**src/rtl/hll_pkg.sv**
```systemverilog
package hll_pkg;

    localparam int INDEX_BITS = 14;
    localparam int M          = 1 << INDEX_BITS;
    localparam int REM_W      = 32 - INDEX_BITS;
    localparam int RANK_W     = 5;
    localparam int SUM_W      = INDEX_BITS + 33;
    localparam int ZCNT_W     = INDEX_BITS + 1;
    localparam int HSUM_W     = 47;
    localparam int ZOUT_W     = 15;
    localparam int EST_W      = 33;
    localparam int NUM_W      = 64;
    localparam int DCNT_W     = $clog2(NUM_W);

    localparam int SUM_XW  = (SUM_W > HSUM_W) ? SUM_W : HSUM_W;
    localparam int ZCNT_XW = (ZCNT_W > ZOUT_W) ? ZCNT_W : ZOUT_W;

    localparam logic [1:0] ACT_ADD   = 2'd0;
    localparam logic [1:0] ACT_QUERY = 2'd1;
    localparam logic [1:0] ACT_CLEAR = 2'd2;

    localparam logic [RANK_W-1:0] RANK_CLAMP = RANK_W'(29);
    localparam logic [RANK_W-1:0] RANK_NONE  = RANK_W'(33 - INDEX_BITS);

    localparam logic [HSUM_W-1:0] HSUM_MAX = '1;
    localparam logic [ZOUT_W-1:0] ZOUT_MAX = '1;
    localparam logic [EST_W-1:0]  EST_MAX  = '1;
    localparam logic [EST_W-1:0]  LIN_LIMIT = EST_W'((5 * M) / 2);

    typedef enum logic [2:0] {
        ST_CLEAR,
        ST_IDLE,
        ST_WALK,
        ST_LAST,
        ST_DSTART,
        ST_DIV
    } state_t;

    // floor(coef * 2^shifts / den) by shift and subtract
    function automatic longint unsigned div_pow2(longint unsigned coef, int shifts,
                                                 longint unsigned den);
        longint unsigned r;
        longint unsigned q;
        longint unsigned b;
        r = 0;
        q = 0;
        for (int i = 0; i < 16 + shifts; i++)
        begin
            b = (i < 16) ? ((coef >> (15 - i)) & 64'd1) : 64'd0;
            r = (r << 1) | b;
            q = q << 1;
            if (r >= den)
            begin
                r = r - den;
                q = q | 64'd1;
            end
        end
        return q;
    endfunction

    function automatic longint unsigned alpha_mm_q16();
        longint unsigned m;
        longint unsigned res;
        m = longint'(M);
        if (M == 16)
            res = div_pow2(673, 2 * INDEX_BITS + 16, 1000);
        else if (M == 32)
            res = div_pow2(697, 2 * INDEX_BITS + 16, 1000);
        else if (M == 64)
            res = div_pow2(709, 2 * INDEX_BITS + 16, 1000);
        else
            res = div_pow2(7213, 3 * INDEX_BITS + 16, 10 * (1000 * m + 1079));
        return res;
    endfunction

    localparam logic [NUM_W-1:0] DIV_NUM = NUM_W'(alpha_mm_q16() << 16);

    // rank of the bits below the index: leading zeros plus one
    function automatic logic [RANK_W-1:0] rank_of(logic [31:0] h);
        logic [RANK_W-1:0] r;
        r = RANK_NONE;
        for (int i = 0; i < REM_W; i++)
        begin
            if (h[i])
                r = RANK_W'(REM_W - i);
        end
        return r;
    endfunction

    function automatic logic [SUM_W-1:0] term_of(logic [RANK_W-1:0] r);
        logic [RANK_W-1:0] rc;
        rc = (r > RANK_CLAMP) ? RANK_CLAMP : r;
        return SUM_W'(64'd1 << (32 - int'(rc)));
    endfunction

endpackage

```
**src/rtl/hll_divider.sv**
```systemverilog
module hll_divider (
    input  logic                         clk,
    input  logic                         rst_n,
    input  logic                         start,
    input  logic [hll_pkg::SUM_W-1:0]    den,
    output logic                         done,
    output logic [hll_pkg::EST_W-1:0]    quotient
);

    logic                          run_reg;
    logic                          done_reg;
    logic [hll_pkg::DCNT_W-1:0]    cnt_reg;
    logic [hll_pkg::SUM_W-1:0]     rem_reg;
    logic [hll_pkg::SUM_W-1:0]     rem_next;
    logic [hll_pkg::NUM_W-1:0]     num_reg;
    logic [hll_pkg::NUM_W-1:0]     quo_reg;
    logic [hll_pkg::SUM_W:0]       trial;
    logic [hll_pkg::SUM_W:0]       diff;
    logic                          ge;
    logic                          last;
    logic                          sat;

    always_comb
    begin
        trial    = {rem_reg, num_reg[hll_pkg::NUM_W-1]};
        ge       = trial >= {1'b0, den};
        diff     = trial - {1'b0, den};
        rem_next = ge ? diff[hll_pkg::SUM_W-1:0] : trial[hll_pkg::SUM_W-1:0];
        last     = cnt_reg == hll_pkg::DCNT_W'(hll_pkg::NUM_W - 1);
        sat      = |quo_reg[hll_pkg::NUM_W-1:hll_pkg::EST_W];
    end

    always_ff @(posedge clk or negedge rst_n)
    begin
        if (!rst_n)
        begin
            run_reg  <= 1'b0;
            done_reg <= 1'b0;
            cnt_reg  <= '0;
        end
        else
        begin
            done_reg <= 1'b0;
            if (start)
            begin
                run_reg <= 1'b1;
                cnt_reg <= '0;
            end
            else if (run_reg)
            begin
                cnt_reg <= cnt_reg + 1'b1;
                if (last)
                begin
                    run_reg  <= 1'b0;
                    done_reg <= 1'b1;
                end
            end
        end
    end

    always_ff @(posedge clk)
    begin
        if (start)
        begin
            rem_reg <= '0;
            num_reg <= hll_pkg::DIV_NUM;
            quo_reg <= '0;
        end
        else if (run_reg)
        begin
            rem_reg <= rem_next;
            num_reg <= {num_reg[hll_pkg::NUM_W-2:0], 1'b0};
            quo_reg <= {quo_reg[hll_pkg::NUM_W-2:0], ge};
        end
    end

    assign done     = done_reg;
    assign quotient = (den == '0 || sat) ? hll_pkg::EST_MAX : quo_reg[hll_pkg::EST_W-1:0];

endmodule

```
**config.mk**
```make
export PLATFORM = sky130hd
export DESIGN_NAME = hll_divider
export DESIGN_NICKNAME = d
export VERILOG_FILES = /design/src/rtl/hll_pkg.sv /design/src/rtl/hll_divider.sv
export SDC_FILE = /design/constraint.sdc
export NUM_CORES = 1
export LEC_CHECK = 0
export ABC_CLOCK_PERIOD_IN_PS = 3950
export BUFFER_PORTS_ARGS = -buffer_cell sky130_fd_sc_hd__buf_2
export CELL_PAD_IN_SITES_DETAIL_PLACEMENT = 1
export CELL_PAD_IN_SITES_GLOBAL_PLACEMENT = 2
export CORE_ASPECT_RATIO = 0.75
export CORE_MARGIN = 4
export CORE_UTILIZATION = 36
export DETAILED_ROUTE_END_ITERATION = 10
export GPL_ROUTABILITY_DRIVEN = 0
export PLACE_DENSITY_LB_ADDON = 0.05
export SYNTH_ARGS = -nofsm -noshare
export SYNTH_HDL_FRONTEND = slang
export SYNTH_SLANG_ARGS = --single-unit
```
**constraint.sdc**
```tcl
create_clock -name clk -period 3.95 [get_ports clk]
set_clock_uncertainty 0.2 [all_clocks]
set_input_delay 0.1975 -clock clk [delete_from_list [all_inputs] [get_ports clk]]
set_output_delay 0.1975 -clock clk [all_outputs]
set_load 0.01 [all_outputs]
```
==> run metrics, run 1 <==
status finished clean; Synth async-reset ratio 0.0482; r2r setup slk 260 ps; RSZ-0062 raised after global routing false; Final TNS setup 0 ps; final WL 29,300 microns; Vias 8,446; Detail Route Antenna Nets 0; core area 26,200 sq um; Max IR drop VDD 0.323 mV; vias in the first global route 8,267; PostCTS Resize Cnt 0; root buf cell clkbuf_16; worst flop-to-flop path startpoint num_reg[63]; Post-synth EDFFs 0; Sink Count 166; Seq/Total Area, Yosys 0.350; Worst setup SP type register; Tcrit/Tclk final 0.934; maximum root-to-sink buffer count 2; synthesized flop and latch total 166; chip height 150 microns; Clock transition at path regs 70 ps; Yosys top cell by area dfxtp_1; TritonCTS buffer count 17; yosys warns 0; Total GRT Usage 0.199; critical-path maximum fanout 4; register area 3370 sq um; post-CTS setup buffers 0; Synth cell types 67; Die W 197 microns; Syn Inst Count 1,170; final instance area 11,000 sq um; hold crit path type primary input to register; R2R depth 12; Max Cap Viol 0; critical path type register to register; DP Area 10,400 sq um; Hold Fails Final Rpt 0; R2R Path End rem_reg[46]; Mapped Area 9620 sq um; max_slew headroom 0.397; row cnt 51; most common cell in the netlist nor2_1; Cells after DPL 1,555; post-route insts no fill 1,590; top cells by area, synth dfxtp_1 (33%), mux2i_1 (13%), nor2_1 (6.3%), ha_1 (6.2%), a21oi_1 (4.2%); synth-to-layout area growth 14.6%; WL/cell 18.4 microns; Worst Setup End Kind register; dpl hpwl 21,800 microns; Overflow after GRT 0; num ports 84; Synth Net Count 1,269; WHS Endpoint rem_reg[0]; Pleak 5.51 nW; main flop type after synthesis dfxtp_1; first-pass detailed-route iteration total 4; fin nets 1,332; # DRC 0; fmax 271 MHz; DR iter-0 viols 498; multi-input logic area 5730 sq um; Synth top area share 0.329; H-tree depth 4; first-pass GRT wire length 47,000 microns; Initial Util 0.368; final setup fails 0; Final min period 3690 ps; number of flip-flops in the largest register 64; actual slew at the worst max-slew pin 897 ps; Finished Core Util 0.421; Hold Startpoint den[0]; port bufs 83; fillers 3,135; Die ar. 29,400 sq um; hold_buf cts 3; CP arrival 3840 ps; largest net degree at the start of global routing 78; hold path depth 5; Via density 5.31; CTS tree yes; Ant. Diodes 0; fraction of layout cells with a size suffix above 1 0.124; Synth top cells by count nor2_1 (162), dfxtp_1 (158), mux2i_1 (124), nand2_1 (100), a21oi_1 (80); Worst EP required 4100 ps; max-slew violation count 0; Pwr Density 558 nW/um^2; initial antenna violation count 0; Syn Area/Cell 8.22 sq um; worst-skew pair later-pin latency 450 ps
==> kinds of logic after synthesis <==
kind of cell,after synthesis,share of synthesized area
AND/OR/NAND/NOR,410,0.198
adder cells (fa/ha/maj),49,0.0645
buffers and inverters,132,0.0558
AO/OA/AOI/OAI,247,0.165
XOR/XNOR,41,0.0373
flip-flops,166,0.350
multiplexers,125,0.131
==> stage by stage <==
step	total power, mW	setup slack (ps)	hold WS (ps)
after floorplan	3.75	644	-298
after global placement	4.46	455	-144
after detailed placement	4.44	297	-144
after CTS	6.18	287	60.7
after global routing	6.56	0.404	106
final	6.15	262	67.1
==> worst max-delay path, stage by stage, from the launching register on <==
cell and delay, ps:
dfxtp_1 350, inv_1 50, ha_1 220, fa_1 410
nand2b_1 170, a21oi_1 290, a21oi_1 200, a31o_2 310
o211ai_2 180, a21oi_2 100, or4b_4 550, mux2_4 320
a221oi_2 250
==> placed cells by master (no fill, tap or decap), drive strengths merged, types with 21 or more instances in the layout <==
cell type  netlist  routed
nor2           162     162
mux2i          124     124
clkbuf          46      21
o21ai           51      51
nand2b          36      36
nand4           22      22
a21oi           81      81
inv             66      70
xor2            21      21
nand2          100     100
nor3            25      25
nor4            21      21
dfxtp          158     158
ha              48      48
buf             19     106
==> cell type report <==
type	instances	share of cell area
clock buffer	21	0.0428
clock inverter	11	0.0103
inverter	67	0.0228
multi-input combinational	872	0.520
sequential	166	0.306
tap	344	0.0391
timing repair buffer	109	0.0597
==> how the worst max path moves through the flow <==
| stage | cells after the start | start | end |
|---|---|---|---|
| after floorplan | 12 | num_reg[63] | rem_reg[46] |
| after global placement | 12 | num_reg[63] | rem_reg[46] |
| after detailed placement | 12 | num_reg[63] | rem_reg[46] |
| after CTS | 12 | num_reg[63] | rem_reg[46] |
| after global routing | 12 | num_reg[63] | rem_reg[43] |
| final | 12 | num_reg[63] | rem_reg[46] |
==> layer usage <==
layer	up-vias	wire length [microns]	global-route usage
met3	9	1070	0.0326
met5	-	0	0
met4	0	175	0.0343
met1	4063	16700	0.328
met2	126	11400	0.269
li1	4248	-	-
==> report_power, final <==
part / switching, mW / internal, mW
clock network: 0.761 / 0.936
registers: 0.155 / 1.87
logic: 1.53 / 0.906
total: 2.44 / 3.71
No activity file was read; power rests on OpenSTA's default activity.
==> run 2: changes to the inputs <==
CORE_ASPECT_RATIO = 1.75   (was 0.75)
CORE_MARGIN = default   (was 4)
==> run metrics, run 2 (same netlist as run 1, synthesis figures left out) <==
grt peak-use layer met2 (was met1); CTS tree yes (unchanged); Die ar. 27,400 sq um (was 29,400 sq um); port bufs 83 (unchanged); Max IR drop VDD 0.319 mV (was 0.323 mV); Tcrit/Tclk final 0.941 (was 0.934); first-pass detailed-route iteration total 8 (was 4); Pleak 5.51 nW (about the same); maximum root-to-sink buffer count 2 (unchanged); Final min period 3720 ps (was 3690 ps); Final TNS setup 0 ps (unchanged); pre-CTS WS 232 ps (was 297 ps); chip height 218 microns (was 150 microns); final setup fails 0 (unchanged); Sink Count 166 (unchanged); Worst Setup End Kind register (unchanged); max-slew violation count 0 (unchanged); fraction of layout cells with a size suffix above 1 0.124 (about the same); met3 Track Usage GR 0.0286 (was 0.0326); RSZ-0062 raised after global routing false (unchanged); hold crit path type primary input to register (unchanged); commonest non-fill, non-tap cell in the layout nor2_1 (unchanged); final WL 29,000 microns (was 29,300 microns); DR iter-0 viols 299 (was 498); CP arrival 3880 ps (was 3840 ps); Max Cap Viol 0 (unchanged); Overflow after GRT 0 (unchanged); failing checks design-rule violations; Hold Worst Slack 13.8 ps (was 67.1 ps); largest net degree at the start of global routing 129 (was 78); H-tree depth 4 (unchanged); root buf cell clkbuf_16 (unchanged); worst-skew pair later-pin latency 450 ps (about the same); initial antenna violation count 0 (unchanged); Worst EP required 4110 ps (was 4100 ps); min setup slack post-route 235 ps (was 262 ps); critical-path maximum fanout 4 (unchanged); Total GRT Usage 0.221 (was 0.199); most frequent cells in the layout nor2_1 (162), dfxtp_1 (158), mux2i_1 (124) (unchanged); Finished Core Util 0.420 (was 0.421); fin nets 1,331 (was 1,332); Detail Route Antenna Nets 0 (unchanged); post-CTS setup buffers 0 (unchanged); r2r setup slk 230 ps (was 260 ps); Hold Fails Final Rpt 0 (unchanged); first-pass GRT wire length 46,800 microns (was 47,000 microns); max_slew headroom 0.374 (was 0.397); number of flip-flops in the largest register 64 (unchanged); synth-to-layout area growth 13.9% (was 14.6%); Initial Util 0.369 (was 0.368); TritonCTS buffer count 17 (unchanged); core area 26,100 sq um (was 26,200 sq um); # DRC 5 (was 0); row cnt 78 (was 51); post-route insts no fill 1,563 (was 1,590); Worst setup SP type register (unchanged); Cells after DPL 1,531 (was 1,555); status finished with violations (was finished clean); dpl hpwl 21,700 microns (was 21,800 microns); WL/cell 18.5 microns (was 18.4 microns); Vias 8,440 (was 8,446); fmax 269 MHz (was 271 MHz); Pwr Density 555 nW/um^2 (was 558 nW/um^2); Via density 5.40 (was 5.31); num ports 84 (unchanged); actual slew at the worst max-slew pin 938 ps (was 897 ps); Clock transition at path regs 70 ps (about the same); Ant. Diodes 0 (unchanged); vias in the first global route 9,033 (was 8,267); critical path type register to register (unchanged); Die W 126 microns (was 197 microns); met2 Use GR 0.440 (was 0.269); met1 usage 0.213 (was 0.328)
run 2: worst max-delay path, stage by stage (launching register included):
cell and delay [ps]:
dfxtp_1 350, inv_1 50, ha_1 200, fa_1 430
nand2b_1 170, a21oi_1 320, a21oi_1 210, a31o_2 310
o211ai_2 180, a21oi_2 110, or4b_4 530, mux2_4 310
a221oi_2 250
run 2: path summary, 6_finish.rpt:
kind                             start          end  depth (start not counted)
setup / recovery           num_reg[63]  rem_reg[46]                         12
hold / removal                   start   quo_reg[1]                          2
setup reg to reg           num_reg[63]  rem_reg[46]                         12
hold reg to reg            num_reg[17]  num_reg[17]                          1
max in group asynchronous        rst_n      run_reg                          3
min in group asynchronous        rst_n   cnt_reg[5]                          3
run 2: cell type report:
type,instances,area (sq um)
Fill cell,3160,15100
Inverter,67,251
Multi-Input combinational cell,872,5730
Timing Repair Buffer,108,636
Clock inverter,10,92.6
Sequential cell,166,3370
Tap cell,320,400
Clock buffer,20,478
run 2: per-layer routing:
layer  wire length (microns)  vias up  part of all wire
li1                        -     4233                 -
met1                   10800     4062              0.37
met2                   16400      100              0.57
met3                     448       45             0.015
met4                    1300        0             0.045
met5                       0        -                 0
run 2: per-stage QoR:
step | total power, mW | instance area, sq um
after global routing | 6.51 | 11000
after CTS | 6.18 | 11000
after detailed placement | 4.47 | 10400
final | 6.08 | 11000
after global placement | 4.45 | 10400
after floorplan | 3.75 | 9620
run 2: where the power goes:
group | internal, mW | switching (mW) | total [mW]
Sequential | 1.87 | 0.163 | 2.03
Clock | 0.936 | 0.724 | 1.66
Combinational | 0.924 | 1.46 | 2.39
run 2: what timing repair did:
action,CTS,global route
hold buffers,2,0
resized for setup,0,0
hold endpoints to repair,8,0
==> run 3: changes to the inputs <==
HOLD_SLACK_MARGIN = 0.03   (was default)
SLEW_MARGIN = 20   (was default)
==> run metrics, run 3 (same netlist as run 1, synthesis figures left out) <==
status finished with violations (unchanged); failing checks design-rule violations (unchanged); Final min period 3710 ps (was 3720 ps); final setup fails 0 (unchanged); dpl hpwl 21,700 microns (unchanged); actual slew at the worst max-slew pin 940 ps (was 938 ps); root buf cell clkbuf_16 (unchanged); Overflow after GRT 0 (unchanged); fraction of layout cells with a size suffix above 1 0.124 (about the same); grt peak-use layer met2 (unchanged); num ports 84 (unchanged); Max IR drop VDD 0.319 mV (about the same); Final TNS setup 0 ps (unchanged); first-pass detailed-route iteration total 7 (was 8); met3 Track Usage GR 0.0286 (unchanged); Die W 126 microns (unchanged); worst-skew pair later-pin latency 440 ps (was 450 ps); RSZ-0062 raised after global routing false (unchanged); met1 usage 0.213 (about the same); total power 6.09 mW (was 6.08 mW); largest net degree at the start of global routing 129 (unchanged); Initial Util 0.369 (unchanged); Pleak 5.52 nW (was 5.51 nW); row cnt 78 (unchanged); post-CTS setup buffers 0 (unchanged); port bufs 83 (unchanged); initial antenna violation count 0 (unchanged); Die ar. 27,400 sq um (unchanged); Ant. Diodes 0 (unchanged); synth-to-layout area growth 14.0% (was 13.9%); Vias 8,449 (was 8,440); most frequent cells in the layout nor2_1 (162), dfxtp_1 (158), mux2i_1 (124) (unchanged); Tcrit/Tclk final 0.940 (was 0.941); met2 Use GR 0.441 (was 0.440); Sink Count 166 (unchanged); CP arrival 3870 ps (was 3880 ps); critical-path maximum fanout 4 (unchanged); CTS tree yes (unchanged); Clock transition at path regs 70 ps (about the same); H-tree depth 4 (unchanged); fin nets 1,332 (was 1,331); Total GRT Usage 0.221 (about the same); chip height 218 microns (unchanged); core area 26,100 sq um (unchanged); number of flip-flops in the largest register 64 (unchanged); Hold Fails Final Rpt 0 (unchanged); Pwr Density 555 nW/um^2 (about the same); first-pass GRT wire length 46,900 microns (was 46,800 microns); critical path type register to register (unchanged); pre-CTS WS 232 ps (unchanged); max-slew violation count 0 (unchanged); TritonCTS buffer count 17 (unchanged); Worst setup SP type register (unchanged); Finished Core Util 0.421 (was 0.420); Worst EP required 4110 ps (about the same); Worst Setup End Kind register (unchanged); fmax 269 MHz (about the same); DR iter-0 viols 347 (was 299); max_slew headroom 0.373 (was 0.374); maximum root-to-sink buffer count 2 (unchanged); commonest non-fill, non-tap cell in the layout nor2_1 (unchanged); Detail Route Antenna Nets 0 (unchanged); Max Cap Viol 0 (unchanged); vias in the first global route 9,042 (was 9,033); Via density 5.40 (about the same); hold crit path type primary input to register (unchanged); final WL 29,000 microns (about the same); WL/cell 18.6 microns (was 18.5 microns); # DRC 5 (unchanged); min setup slack post-route 237 ps (was 235 ps)
-- run 3: cell count changes in the layout (fill, tap and decap cells not counted) --
cell	change
dlygate4sd3_1	+1
-- run 3: repair_timing --
action                    in CTS  in global routing
hold buffers                   3                  0
resized for setup              0                  0
hold endpoints to repair      23                  0
-- run 3: per-stage QoR --
step	cell area, sq um	hold slack (ps)	cells
detailed placement	10400	-148	1531
finish	11000	56.6	1564
global placement	10400	-150	1531
CTS	11000	47.1	1564
global route	11000	98.7	1564
floorplan	9620	-298	1170
-- run 3: where the power goes --
part           total [mW]  internal (mW)  switching, mW
sequential           2.03           1.87          0.163
combinational        2.39          0.925           1.47
clock                1.66          0.936          0.725
total                6.09           3.73           2.36
-- run 3: routing by layer --
layer  vias up  routed length (microns)  part of all wire
li1       4242                        -                 -
met1      4057                    10800              0.37
met2        99                    16300              0.56
met3        51                      475             0.016
met4         0                     1420             0.049
met5         -                        0                 0
-- run 3: area by class of cell --
type                            instances  area [sq um]
Tap cell                              320           400
Timing Repair Buffer                  109           646
Inverter                               67           251
Clock inverter                         10          92.6
Multi-Input combinational cell        872          5730
Clock buffer                           20           478
Sequential cell                       166          3370
Fill cell                            3161         15100
-- run 3: critical path, cell delays in order, from the launching register on --
cell	delay, ps
dfxtp_1	350
inv_1	50
ha_1	200
fa_1	430
nand2b_1	170
a21oi_1	320
a21oi_1	210
a31o_2	310
o211ai_2	180
a21oi_2	110
or4b_4	530
mux2_4	310
a221oi_2	250
-- run 3: final timing paths --
| check | from | cells after the start | to | slack (ps) |
|---|---|---|---|---|
| min reg2reg | num_reg[17] | 1 | num_reg[17] | 270 |
| min in group asynchronous | rst_n | 3 | cnt_reg[3] | 540 |
| max reg2reg | num_reg[63] | 12 | rem_reg[46] | 240 |
| min | den[0] | 5 | rem_reg[0] | 60 |
| max | num_reg[63] | 12 | rem_reg[46] | 240 |
| max in group asynchronous | rst_n | 3 | run_reg | 2690 |
